## src/rtl/sha256_pkg.sv

```systemverilog
// Shared types, constants and round functions for the SHA-256 stream hasher.
package sha256_pkg;

   localparam int WordWidth  = 32;
   localparam int CountWidth = 61;
   localparam int Rounds     = 64;

   typedef logic [WordWidth-1:0] word_type;

   typedef enum logic [3:0] {
      ST_IDLE,
      ST_CHECK,
      ST_PAD80,
      ST_PADZERO,
      ST_PADLEN,
      ST_LOAD,
      ST_ROUND,
      ST_UPDATE,
      ST_EMIT
   } state_type;

   // Commands from the controller to the datapath.
   typedef struct packed {
      logic       put_byte;
      logic [1:0] byte_sel;   // which byte to pack: message, pad, zero, length
      logic       count_inc;
      logic       load_vars;
      logic       round;
      logic       update_cv;
      logic       emit_load;
      logic       emit_next;
      logic       finish;
      logic [2:0] len_idx;
   } cmd_type;

   localparam logic [1:0] SelMsg  = 2'd0;
   localparam logic [1:0] SelPad  = 2'd1;
   localparam logic [1:0] SelZero = 2'd2;
   localparam logic [1:0] SelLen  = 2'd3;

   // Status from the datapath to the controller.
   typedef struct packed {
      logic       block_full;
      logic [5:0] fill;
      logic       round_done;
      logic       out_busy;
   } status_type;

   localparam word_type InitValue [8] = '{
      32'h6a09e667, 32'hbb67ae85, 32'h3c6ef372, 32'ha54ff53a,
      32'h510e527f, 32'h9b05688c, 32'h1f83d9ab, 32'h5be0cd19};

   localparam word_type RoundConst [64] = '{
      32'h428a2f98, 32'h71374491, 32'hb5c0fbcf, 32'he9b5dba5,
      32'h3956c25b, 32'h59f111f1, 32'h923f82a4, 32'hab1c5ed5,
      32'hd807aa98, 32'h12835b01, 32'h243185be, 32'h550c7dc3,
      32'h72be5d74, 32'h80deb1fe, 32'h9bdc06a7, 32'hc19bf174,
      32'he49b69c1, 32'hefbe4786, 32'h0fc19dc6, 32'h240ca1cc,
      32'h2de92c6f, 32'h4a7484aa, 32'h5cb0a9dc, 32'h76f988da,
      32'h983e5152, 32'ha831c66d, 32'hb00327c8, 32'hbf597fc7,
      32'hc6e00bf3, 32'hd5a79147, 32'h06ca6351, 32'h14292967,
      32'h27b70a85, 32'h2e1b2138, 32'h4d2c6dfc, 32'h53380d13,
      32'h650a7354, 32'h766a0abb, 32'h81c2c92e, 32'h92722c85,
      32'ha2bfe8a1, 32'ha81a664b, 32'hc24b8b70, 32'hc76c51a3,
      32'hd192e819, 32'hd6990624, 32'hf40e3585, 32'h106aa070,
      32'h19a4c116, 32'h1e376c08, 32'h2748774c, 32'h34b0bcb5,
      32'h391c0cb3, 32'h4ed8aa4a, 32'h5b9cca4f, 32'h682e6ff3,
      32'h748f82ee, 32'h78a5636f, 32'h84c87814, 32'h8cc70208,
      32'h90befffa, 32'ha4506ceb, 32'hbef9a3f7, 32'hc67178f2};

   function automatic word_type rotr(input word_type x, input int n);
      rotr = (x >> n) | (x << (WordWidth - n));
   endfunction

   function automatic word_type sig0(input word_type x);
      sig0 = rotr(x, 7) ^ rotr(x, 18) ^ (x >> 3);
   endfunction

   function automatic word_type sig1(input word_type x);
      sig1 = rotr(x, 17) ^ rotr(x, 19) ^ (x >> 10);
   endfunction

   function automatic word_type bsig0(input word_type x);
      bsig0 = rotr(x, 2) ^ rotr(x, 13) ^ rotr(x, 22);
   endfunction

   function automatic word_type bsig1(input word_type x);
      bsig1 = rotr(x, 6) ^ rotr(x, 11) ^ rotr(x, 25);
   endfunction

endpackage

```

## src/rtl/sha256_hash_stream.sv

```systemverilog
// Top level of the SHA-256 stream hasher.
// A byte that does not fill a block returns to ST_IDLE via ST_CHECK; a full block adds
// 64 rounds (one round per cycle in the shared round unit) plus load/update.
// Last item: padding of up to 72 bytes one per cycle, one or two compressions, then
// eight digest beats, one per cycle while rsp_tready is high.
// Reset (synchronous, active high) clears fill, length and output; loads initial hash.
module sha256_hash_stream (
   input  logic        clock,
   input  logic        reset,
   input  logic        req_tvalid,
   output logic        req_tready,
   input  logic [7:0]  req_tdata,   // [7:0] msg_byte
   input  logic        req_tuser,   // [0] byte_present
   input  logic        req_tlast,   // is_last
   output logic        rsp_tvalid,
   input  logic        rsp_tready,
   output logic [39:0] rsp_tdata,   // [31:0] digest_word, [34:32] word_index, zero fill
   output logic        rsp_tlast    // last_word
);

   sha256_pkg::cmd_type    cmd;
   sha256_pkg::status_type status;
   logic [31:0] word;
   logic [2:0]  idx;

   // Control sequencing: intake, pad, round loop, emit.
   sha256_ctrl u_ctrl (
      .clock, .reset,
      .in_valid   (req_tvalid),
      .in_present (req_tuser),
      .in_last    (req_tlast),
      .in_ready   (req_tready),
      .status, .cmd);

   // Packing, schedule, rounds and digest hold.
   sha256_dpath u_dpath (
      .clock, .reset, .cmd, .status,
      .msg_byte  (req_tdata),
      .out_word  (word),
      .out_index (idx),
      .out_valid (rsp_tvalid),
      .out_ready (rsp_tready));

   assign rsp_tdata = {5'd0, idx, word};
   assign rsp_tlast = (idx == 3'd7);

endmodule

```

## src/rtl/sha256_ctrl.sv

```systemverilog
// Controller state machine: byte intake, padding, rounds and digest output.
module sha256_ctrl (
   input  logic                   clock,
   input  logic                   reset,
   input  logic                   in_valid,
   input  logic                   in_present,
   input  logic                   in_last,
   output logic                   in_ready,
   input  sha256_pkg::status_type status,
   output sha256_pkg::cmd_type    cmd
);

   sha256_pkg::state_type state_ff, state_in;
   logic       last_ff, last_in;
   logic [2:0] len_ff, len_in;
   // Length bytes all written marks the final block of a message.
   logic       len_done_ff, len_done_in;
   // Pad byte already packed for the current message.
   logic       pad_done_ff, pad_done_in;

   always_ff @(posedge clock) begin
      if (reset) begin
         state_ff <= sha256_pkg::ST_IDLE;
         last_ff  <= 1'b0;
         len_ff   <= '0;
      end else begin
         state_ff <= state_in;
         last_ff  <= last_in;
         len_ff   <= len_in;
      end
   end

   // Next state.
   always_comb begin
      state_in = state_ff;
      last_in  = last_ff;
      len_in   = len_ff;
      case (state_ff)
         sha256_pkg::ST_IDLE: begin
            if (in_valid && !status.out_busy) begin
               last_in  = in_last;
               state_in = sha256_pkg::ST_CHECK;
            end
         end
         sha256_pkg::ST_CHECK: begin
            // after a packed byte: compress if full, else pad or return
            if (status.block_full)     state_in = sha256_pkg::ST_LOAD;
            else if (last_ff)          state_in = sha256_pkg::ST_PAD80;
            else                       state_in = sha256_pkg::ST_IDLE;
         end
         sha256_pkg::ST_PAD80: begin
            len_in = '0;
            if (status.fill == 6'd55)      state_in = sha256_pkg::ST_PADLEN;
            else if (status.fill == 6'd63) state_in = sha256_pkg::ST_LOAD;
            else                           state_in = sha256_pkg::ST_PADZERO;
         end
         sha256_pkg::ST_PADZERO: begin
            if (status.fill == 6'd55)      state_in = sha256_pkg::ST_PADLEN;
            else if (status.fill == 6'd63) state_in = sha256_pkg::ST_LOAD;
         end
         sha256_pkg::ST_PADLEN: begin
            len_in = len_ff + 3'd1;
            if (len_ff == 3'd7) state_in = sha256_pkg::ST_LOAD;
         end
         sha256_pkg::ST_LOAD:  state_in = sha256_pkg::ST_ROUND;
         sha256_pkg::ST_ROUND: begin
            if (status.round_done) state_in = sha256_pkg::ST_UPDATE;
         end
         sha256_pkg::ST_UPDATE: begin
            if (!last_ff)          state_in = sha256_pkg::ST_IDLE;
            else if (len_done_ff)  state_in = sha256_pkg::ST_EMIT;
            else if (!pad_done_ff) state_in = sha256_pkg::ST_PAD80;
            else                   state_in = sha256_pkg::ST_PADZERO;
         end
         sha256_pkg::ST_EMIT: begin
            last_in  = 1'b0;
            state_in = sha256_pkg::ST_IDLE;
         end
         default: state_in = sha256_pkg::ST_IDLE;
      endcase
   end

   always_ff @(posedge clock) begin
      if (reset) begin
         len_done_ff <= 1'b0;
         pad_done_ff <= 1'b0;
      end else begin
         len_done_ff <= len_done_in;
         pad_done_ff <= pad_done_in;
      end
   end

   always_comb begin
      len_done_in = len_done_ff;
      pad_done_in = pad_done_ff;
      if (state_ff == sha256_pkg::ST_PADLEN && len_ff == 3'd7) len_done_in = 1'b1;
      if (state_ff == sha256_pkg::ST_PAD80) pad_done_in = 1'b1;
      if (state_ff == sha256_pkg::ST_EMIT) begin
         len_done_in = 1'b0;
         pad_done_in = 1'b0;
      end
   end

   // Outputs.
   always_comb begin
      cmd      = '0;
      in_ready = 1'b0;
      case (state_ff)
         sha256_pkg::ST_IDLE: begin
            in_ready      = !status.out_busy;
            cmd.put_byte  = in_valid && !status.out_busy && in_present;
            cmd.count_inc = cmd.put_byte;
            cmd.byte_sel  = sha256_pkg::SelMsg;
         end
         sha256_pkg::ST_PAD80: begin
            cmd.put_byte = 1'b1;
            cmd.byte_sel = sha256_pkg::SelPad;
         end
         sha256_pkg::ST_PADZERO: begin
            cmd.put_byte = 1'b1;
            cmd.byte_sel = sha256_pkg::SelZero;
         end
         sha256_pkg::ST_PADLEN: begin
            cmd.put_byte = 1'b1;
            cmd.byte_sel = sha256_pkg::SelLen;
            cmd.len_idx  = len_ff;
         end
         sha256_pkg::ST_LOAD:   cmd.load_vars = 1'b1;
         sha256_pkg::ST_ROUND:  cmd.round     = 1'b1;
         sha256_pkg::ST_UPDATE: cmd.update_cv = 1'b1;
         sha256_pkg::ST_EMIT: begin
            cmd.emit_load = 1'b1;
            cmd.finish    = 1'b1;
         end
         default: cmd = '0;
      endcase
      cmd.emit_next = status.out_busy;
   end

endmodule

```

## src/rtl/sha256_dpath.sv

```systemverilog
// Datapath: block packing, message schedule, round unit, chaining value, output.
module sha256_dpath (
   input  logic                   clock,
   input  logic                   reset,
   input  sha256_pkg::cmd_type    cmd,
   output sha256_pkg::status_type status,
   input  logic [7:0]             msg_byte,
   output logic [31:0]            out_word,
   output logic [2:0]             out_index,
   output logic                   out_valid,
   input  logic                   out_ready
);

   sha256_pkg::word_type sched_ff [16];
   sha256_pkg::word_type vars_ff  [8];
   sha256_pkg::word_type cv_ff    [8];
   sha256_pkg::word_type dig_ff   [8];
   logic [5:0]  fill_ff;
   logic        full_ff;
   logic [5:0]  rnd_ff;
   logic [sha256_pkg::CountWidth-1:0] count_ff;
   logic        ov_ff;
   logic [2:0]  oidx_ff;
   logic [7:0]  pbyte;
   logic [63:0] bits;
   sha256_pkg::word_type w_new, t1, t2, wcur;

   assign bits = {count_ff, 3'b000};

   always_comb begin
      case (cmd.byte_sel)
         sha256_pkg::SelMsg:  pbyte = msg_byte;
         sha256_pkg::SelPad:  pbyte = 8'h80;
         sha256_pkg::SelZero: pbyte = 8'h00;
         sha256_pkg::SelLen:  pbyte = bits[8*(7-cmd.len_idx) +: 8];
         default:             pbyte = 8'h00;
      endcase
   end

   // Schedule window: word 0 is the current round's word.
   assign wcur  = sched_ff[0];
   assign w_new = sched_ff[0] + sha256_pkg::sig0(sched_ff[1]) + sched_ff[9]
                  + sha256_pkg::sig1(sched_ff[14]);
   assign t1 = vars_ff[7] + sha256_pkg::bsig1(vars_ff[4])
               + ((vars_ff[4] & vars_ff[5]) ^ (~vars_ff[4] & vars_ff[6]))
               + sha256_pkg::RoundConst[rnd_ff] + wcur;
   assign t2 = sha256_pkg::bsig0(vars_ff[0])
               + ((vars_ff[0] & vars_ff[1]) ^ (vars_ff[0] & vars_ff[2])
                  ^ (vars_ff[1] & vars_ff[2]));

   always_ff @(posedge clock) begin
      if (cmd.put_byte) begin
         sched_ff[fill_ff[5:2]][8*(3-fill_ff[1:0]) +: 8] <= pbyte;
      end else if (cmd.round) begin
         for (int i = 0; i < 15; i++) sched_ff[i] <= sched_ff[i+1];
         sched_ff[15] <= w_new;
      end
      if (cmd.load_vars) begin
         for (int i = 0; i < 8; i++) vars_ff[i] <= cv_ff[i];
      end else if (cmd.round) begin
         vars_ff[7] <= vars_ff[6];
         vars_ff[6] <= vars_ff[5];
         vars_ff[5] <= vars_ff[4];
         vars_ff[4] <= vars_ff[3] + t1;
         vars_ff[3] <= vars_ff[2];
         vars_ff[2] <= vars_ff[1];
         vars_ff[1] <= vars_ff[0];
         vars_ff[0] <= t1 + t2;
      end
      if (cmd.emit_load) begin
         for (int i = 0; i < 8; i++) dig_ff[i] <= cv_ff[i];
      end
   end

   always_ff @(posedge clock) begin
      if (reset) begin
         fill_ff  <= '0;
         full_ff  <= 1'b0;
         rnd_ff   <= '0;
         count_ff <= '0;
         ov_ff    <= 1'b0;
         oidx_ff  <= '0;
         for (int i = 0; i < 8; i++) cv_ff[i] <= sha256_pkg::InitValue[i];
      end else begin
         full_ff <= 1'b0;
         if (cmd.put_byte) begin
            fill_ff <= fill_ff + 6'd1;
            full_ff <= (fill_ff == 6'd63);
         end
         if (cmd.count_inc) count_ff <= count_ff + sha256_pkg::CountWidth'(1);
         if (cmd.load_vars) rnd_ff <= '0;
         else if (cmd.round) rnd_ff <= rnd_ff + 6'd1;
         if (cmd.update_cv) begin
            for (int i = 0; i < 8; i++) cv_ff[i] <= cv_ff[i] + vars_ff[i];
         end
         if (cmd.finish) begin
            for (int i = 0; i < 8; i++) cv_ff[i] <= sha256_pkg::InitValue[i];
            count_ff <= '0;
            fill_ff  <= '0;
            ov_ff    <= 1'b1;
            oidx_ff  <= '0;
         end else if (ov_ff && out_ready && cmd.emit_next) begin
            oidx_ff <= oidx_ff + 3'd1;
            if (oidx_ff == 3'd7) ov_ff <= 1'b0;
         end
      end
   end

   assign status.block_full     = full_ff;
   assign status.fill           = fill_ff;
   assign status.round_done     = (rnd_ff == 6'(sha256_pkg::Rounds - 1));
   assign status.out_busy       = ov_ff;

   assign out_valid = ov_ff;
   assign out_word  = dig_ff[oidx_ff];
   assign out_index = oidx_ff;

endmodule

```

## config.mk

```make
export PLATFORM = sky130hd
export DESIGN_NAME = sha256_hash_stream
export DESIGN_NICKNAME = d
export VERILOG_FILES = /design/src/rtl/sha256_pkg.sv /design/src/rtl/sha256_hash_stream.sv /design/src/rtl/sha256_ctrl.sv /design/src/rtl/sha256_dpath.sv
export SDC_FILE = /design/constraint.sdc
export NUM_CORES = 2
export LEC_CHECK = 0
export BUFFER_PORTS_ARGS = -buffer_cell sky130_fd_sc_hd__buf_4
export CAP_MARGIN = 10
export CELL_PAD_IN_SITES_DETAIL_PLACEMENT = 0
export CELL_PAD_IN_SITES_GLOBAL_PLACEMENT = 1
export CORE_ASPECT_RATIO = 0.6
export CORE_MARGIN = 3
export CORE_UTILIZATION = 49
export CTS_BUF_LIST = sky130_fd_sc_hd__clkbuf_4
export DETAILED_ROUTE_END_ITERATION = 10
export GPL_TIMING_DRIVEN = 0
export PLACE_DENSITY_LB_ADDON = 0.1
export RECOVER_POWER = 25
export REMOVE_ABC_BUFFERS = 1
export SLEW_MARGIN = 40
export SYNTH_ARGS = -nofsm -noshare
export SYNTH_HDL_FRONTEND = slang
export SYNTH_HIERARCHICAL = 1
export SYNTH_SLANG_ARGS = --single-unit
```

## constraint.sdc

```tcl
create_clock -name clock -period 23.6 [get_ports clock]
set_input_delay 3.54 -clock clock [delete_from_list [all_inputs] [get_ports clock]]
set_output_delay 3.54 -clock clock [all_outputs]
set_load 0.03 [all_outputs]
```

## Word-level counts from Yosys, hierarchy flattened

Memories as Yosys holds them, arrays and structs flattened. A register that Yosys moved wholly into a read port is not among the register bits.
Index checks and enable logic that the tools add are counted.
W data, S select, Z words.

- Bits in writable memories: 1280
- Memories: 5
- Input port bits: 14
- Bits in read-only memories: 2048
- Bits in registers: 88
- Logic and storage cells: 216

Memories:

| memory | depth | bits a word | rd ports | clocked after Yosys merged registers in | wr ports | line | text |
|---|---|---|---|---|---|---|---|
| (name not given) | 64 | 32 | 1 | 0 | 0 | sha256_dpath.sv:46 | `+ sha256_pkg::RoundConst[rnd_ff] + wcur;` |
| u_dpath.sched_ff | 16 | 32 | 16 | 0 | 16 | sha256_dpath.sv:14 | `sha256_pkg::word_type sched_ff [16];` |
| u_dpath.cv_ff | 8 | 32 | 8 | 0 | 8 | sha256_dpath.sv:16 | `sha256_pkg::word_type cv_ff [8];` |
| u_dpath.dig_ff | 8 | 32 | 1 | 1 | 8 | sha256_dpath.sv:17 | `sha256_pkg::word_type dig_ff [8];` |
| u_dpath.vars_ff | 8 | 32 | 8 | 0 | 8 | sha256_dpath.sv:15 | `sha256_pkg::word_type vars_ff [8];` |

- Muxes and demuxes: 77
- Equality and inequality tests: 20
- Reductions and logical operators: 20
- $add $sub $neg: 26
- Shift-type cells: 3
- Bitwise logic cells: 53
- Order comparisons: 1

Operator list:

| kind | number |
|---|---|
| $mux W32 | 29 |
| $add A32 B32 Y32 | 18 |
| $xor A32 B32 Y32 | 9 |
| $and A32 B32 Y32 | 5 |
| $shiftx A64 B33 Y8 | 1 |
| $add A61 B1 Y61 const B | 1 |
| $mux W4 | 10 |
| $neg A32 Y34 | 1 |
| $shift A8 B34 Y32 const A | 1 |
| $shiftx A8 B34 Y32 | 1 |
| $not A32 Y32 | 1 |
| $or A10 B32 Y32 | 1 |
| $or A13 B32 Y32 | 1 |
| $or A14 B32 Y32 | 1 |
| $or A15 B32 Y32 | 1 |
| $or A19 B32 Y32 | 1 |
| $or A21 B32 Y32 | 1 |
| $or A25 B32 Y32 | 1 |
| $or A26 B32 Y32 | 1 |
| $or A30 B32 Y32 | 1 |
| $or A7 B32 Y32 | 1 |
| $pmux W4 S8 | 1 |
| $pmux W8 S4 | 1 |
| $reduce_or A32 Y1 | 1 |
| 35 further kinds | 110 |

## Longest topological paths before layout

An unclocked memory read counts as a cell.

- Depth after elaboration: 10
- Depth in mapped cells: 41
- Mapped depth without buffers: 40

## Cells and area by module

Netlist, hierarchy kept.

By module, submodules not included:

| module | sequential area each (µm²) | instances | area each (µm²) | cells an instance |
|---|---|---|---|---|
| sha256_dpath | 38777.2 | 1 | 80679.9 | 7442 |
| sha256_ctrl | 200.2 | 1 | 734.5 | 88 |
| sha256_hash_stream | 0.0 | 1 | 47.5 | 7 |

## Worst setup path before layout

Ideal clock, no wire load.

- Path type: reg2reg
- Start point: register u_dpath.rnd_ff[0]
- End point: memory u_dpath/vars_ff[0][30] in the netlist's numbering, data pin
- Stages on the path, launching flop included: 36
- Arrival: 8.160 ns
- Setup slack: 15.174 ns
- Library setup time: 0.267 ns
- Period minus slack after synthesis: 8.426 ns
- Cells stage by stage: dfxtp_1 -> clkinv_1 -> ha_1 -> nand2b_1 -> clkbuf_1 -> o21ai_0 -> a21o_1 -> mux4_2 -> fa_1 -> fa_1 -> inv_1 -> fa_1 -> inv_1 -> ha_1 -> a211oi_1 -> o21bai_1 -> a21oi_1 -> o21ai_0 -> or3_1 -> a21oi_1 -> xnor2_1 -> inv_1 -> fa_1 -> inv_1 -> ha_1 -> o21a_1 -> o21ai_0 -> o21bai_1 -> a21o_1 -> nor3_1 -> a211oi_1 -> o21ai_1 -> a21boi_1 -> a221oi_1 -> xor2_1 -> o21ai_0

RTL lines:

| what | line | text |
|---|---|---|
| start: declaration | sha256_dpath.sv:20 | `logic [5:0] rnd_ff;` |
| start signal: assignment | sha256_dpath.sv:92 | `else if (cmd.round) rnd_ff <= rnd_ff + 6'd1;` |
| end: declaration | sha256_dpath.sv:15 |  |

==> summary.txt <==
Outcome
  – Status: complete, but fails checks
  – Violations in the final reports: capacitance limit, slew limit

Die
  – Die outline height: 322 um
  – Core box area: 164000 um^2
  – Starting utilization of the core area: 49.5%
  – Standard-cell rows: 115
  – Count of pins on the block boundary: 57
  – DIE WIDTH: 532 um
  – DIE AREA: 171000 um^2

STA
  – Number of failing hold endpoints at the final stage: 0
  – Final period utilization: 52.5%
  – Normalized max-slew margin: -59.7%
  – Clock period minus final worst setup slack: 12.38 ns
  – Total negative slack for setup checks: 0 ns
  – Worst Tran Pin Value: 2.40 ns
  – Highest clock frequency the design can meet: 80.8 MHz
  – Unrepaired setup endpoints after global routing: false
  – Count of pins over their slew limit: 267
  – Number of setup violations in the final report: 0
  – Setup skew after layout: 0.136 ns

GRT
  – Largest net degree at the start of global routing: 61
  – Global-route wire length before repair: 392000 um
  – Initial antenna violation count: 12
  – Aggregate global routing overflow: 0
  – Vias in the first global route: 56900
  – Overall Global Routing Usage: 31.1%

Placed design
  – Placed wire-length estimate after detailed placement: 206000 um
  – Number of buffers added on ports: 51
  – Placed Area: 86000 um^2
  – Final estimated routing congestion in global placement: 0.972

Pwr
  – IR Drop Worst-Case VDD: 36.1 uV
  – Power density over the cells: 57.5 nW/um^2
  – Leakage power: 38.2 nW

CTS
  – Maximum buffer depth of the clock tree: 4
  – Worst-Skew Late Latency: 1.23 ns
  – Clock tree root buffer cell: sky130_fd_sc_hd__clkbuf_4
  – Worst-path clk slew: 0.07 ns
  – CTS buffer count: 349
  – Clock Sinks: 1371
  – CTS tree: built
  – Post-cts gate resize count: 0
  – Setup Buffers After CTS: 0
  – H-tree depth: 5
  – Quantity of hold-fixing buffers added after cts: 0

Synthesis
  – Synthesized area per cell: 10.8 um^2
  – Fraction of registers with async set or reset after synthesis: 0%
  – Most used DFF post-synth: sky130_fd_sc_hd__edfxtp_1
  – Sequential-to-total area share from yosys stat: 47.8%
  – Post-synthesis instance area: 81500 um^2
  – Number of warnings reported in the yosys synthesis log: 6
  – Area leader, netlist: sky130_fd_sc_hd__edfxtp_1
  – Flip-flop and latch count after synthesis: 1371
  – Share of the synthesized area in the top cell type: 42.5%
  – Cell types occupying the most area after synthesis: sky130_fd_sc_hd__edfxtp_1, sky130_fd_sc_hd__a21o_1, sky130_fd_sc_hd__ha_1
  – Post-synth EDFFs: 1152
  – Unique masters post-synth: 101
  – Mapped Cells: 7537

Final layout
  – Most common cell after layout, fill and taps aside: sky130_fd_sc_hd__edfxtp_1
  – Growth of design area from synthesis to finish: 10.9%
  – Nets: 8282
  – Leading cell types in the layout, fill and taps excluded: sky130_fd_sc_hd__edfxtp_1, sky130_fd_sc_hd__nand2_1, sky130_fd_sc_hd__a21o_1
  – End-of-flow core utilization: 54.9%
  – Fraction of layout cells with a size suffix above 1: 13.1%
  – Fill cell instance count of the final layout: 14500
  – Final design instance area without fill: 90300 um^2

Drt
  – Post-detailed-route DRC marker count: 0
  – Via count normalized by instance count: 6.01
  – Initial detailed-routing violation count: 7263
  – Antenna viol nets, final: 0
  – Number of optimization iterations in the first detailed-route pass: 8
  – Average wire per cell in the routed design: 26.7 um
  – Total number of vias: 61100
  – Routed wire length: 271000 um

Worst setup path
  – Crit path required time: 24.51 ns
  – Cell with the most instances on the worst path: sky130_fd_sc_hd__a21oi_1
  – Slowest cell on crit path: sky130_fd_sc_hd__ha_2
  – Critical path launch point type: flip-flop
  – Type of the worst setup path: flip-flop to flip-flop
  – Critical Path Max Stage Delay: 0.99 ns
  – Nature of the critical path endpoint: flip-flop
  – Data arrival at the endpoint of the critical path: 13.29 ns
  – Largest driver fanout on the critical path: 30

Flow run
  – Max-capacitance violation count: 9

Hold path
  – Worst hold-check path type: flip-flop to flip-flop
[cell type report]
type                       instances  area [um^2]  area share [%]
antenna                            6         15.0          0.0166
clock buffer                     515         3870            4.28
timing repair buffer             171         2310            2.55
sequential                      1371        39000            43.2
inverter                         333         1270            1.40
tap                             2223         2780            3.08
multi-input combinational       5444        40400            44.7
clock inverter                   105          676           0.748
[path summary, 6_finish.rpt]
kind / startpoint / endpoint / slack [ns] / cells past startpoint
worst max register to register: u_dpath/rnd_ff[0] / u_dpath/vars_ff[0][30] / 11.22 / 36
worst min-delay path: u_dpath/sched_ff[11][20] / u_dpath/sched_ff[10][20] / 0.41 / 1
worst min register to register: u_dpath/sched_ff[11][20] / u_dpath/sched_ff[10][20] / 0.41 / 1
worst max-delay path: u_dpath/rnd_ff[0] / u_dpath/vars_ff[0][30] / 11.22 / 36
[cells in the mapped netlist, drive strengths merged, types with 10 or more instances]
cell / count
ha: 403
a211o: 16
nor2b: 61
a31oi: 46
nor2: 479
o21ai: 429
o22ai: 39
a211oi: 57
buf: 59
or2: 22
nand3b: 10
mux2: 56
fa: 195
edfxtp: 1152
a21boi: 15
and3: 47
mux4: 84
o311ai: 11
and2: 24
nand3: 87
nand2: 1010
dfxtp: 219
o21a: 71
mux2i: 75
a21o: 674
clkbuf: 334
and4: 18
nor3: 79
inv: 330
o2111ai: 10
a2111oi: 14
nand2b: 61
o21bai: 47
a221oi: 11
or3: 45
nor4: 11
o211ai: 35
xor2: 237
o31ai: 32
xnor2: 393
a21oi: 372
nand4: 30
[flip-flops by register name, indices dropped and copies added, names as in the netlist, named ones only]
| register | count |
|---|---|
| u_ctrl/last_ff | 1 |
| u_ctrl/len_done_ff | 1 |
| u_ctrl/len_ff | 3 |
| u_ctrl/pad_done_ff | 1 |
| u_ctrl/state_ff | 4 |
| u_dpath/count_ff | 61 |
| u_dpath/cv_ff | 256 |
| u_dpath/dig_ff | 256 |
| u_dpath/fill_ff | 6 |
| u_dpath/full_ff | 1 |
| u_dpath/out_index | 3 |
| u_dpath/out_valid | 1 |
| u_dpath/rnd_ff | 6 |
| u_dpath/sched_ff | 512 |
| u_dpath/vars_ff | 256 |
[routing by layer]
layer,global-route usage [%],share of wire (%),wire length [um],vias up
met3,12.2,13,36200,267
met1,51.8,50,136000,30300
met5,0,0.010,27,-
met4,5.77,1.4,3800,4
li1,-,-,-,27700
met2,36.3,35,95400,2838
[report_power, final]
| part | internal (mW) | switching (mW) |
|---|---|---|
| clock network | 1.10 | 1.04 |
| logic | 0.173 | 0.259 |
| registers | 2.62 | 0.0111 |
[logic make-up (layout without fill, tap and decap cells)]
group                      Yosys count  in the layout  synth area share [%]
other                                1             11               0.00460
xor gates and xnor gates           630            630                  6.77
DFF                               1371           1371                  47.8
and+or+nand+nor                   2008           2008                  10.8
adders and majority gates          602            602                  11.0
AOI/OAI and AO/OA                 1984           1984                  16.1
buffers and inverters              726           1124                  3.40
muxes                              215            215                  4.02
[critical path, delay by kind of cell, from the launching register on]
family                     cells  cell delay (ns)
AOI/OAI and AO/OA             18             4.76
xor gates and xnor gates       2             0.34
adders and majority gates      7             3.62
buffers and inverters          4             0.99
DFF                            1             0.81
and+or+nand+nor                5             1.61
[per-stage QoR]
step,std cells,power [mW],hold slack (ns),worst slack [ns]
after floorplan,7148,2.97,0.437,1.27
after global placement,9422,3.09,0.468,-32.28
after detailed placement,9541,3.10,0.467,11.70
after CTS,10200,5.24,0.415,11.71
after global routing,10200,5.42,0.469,10.91
final,10200,5.20,0.413,11.22
Note: power is estimated with default switching activity, not from simulation.
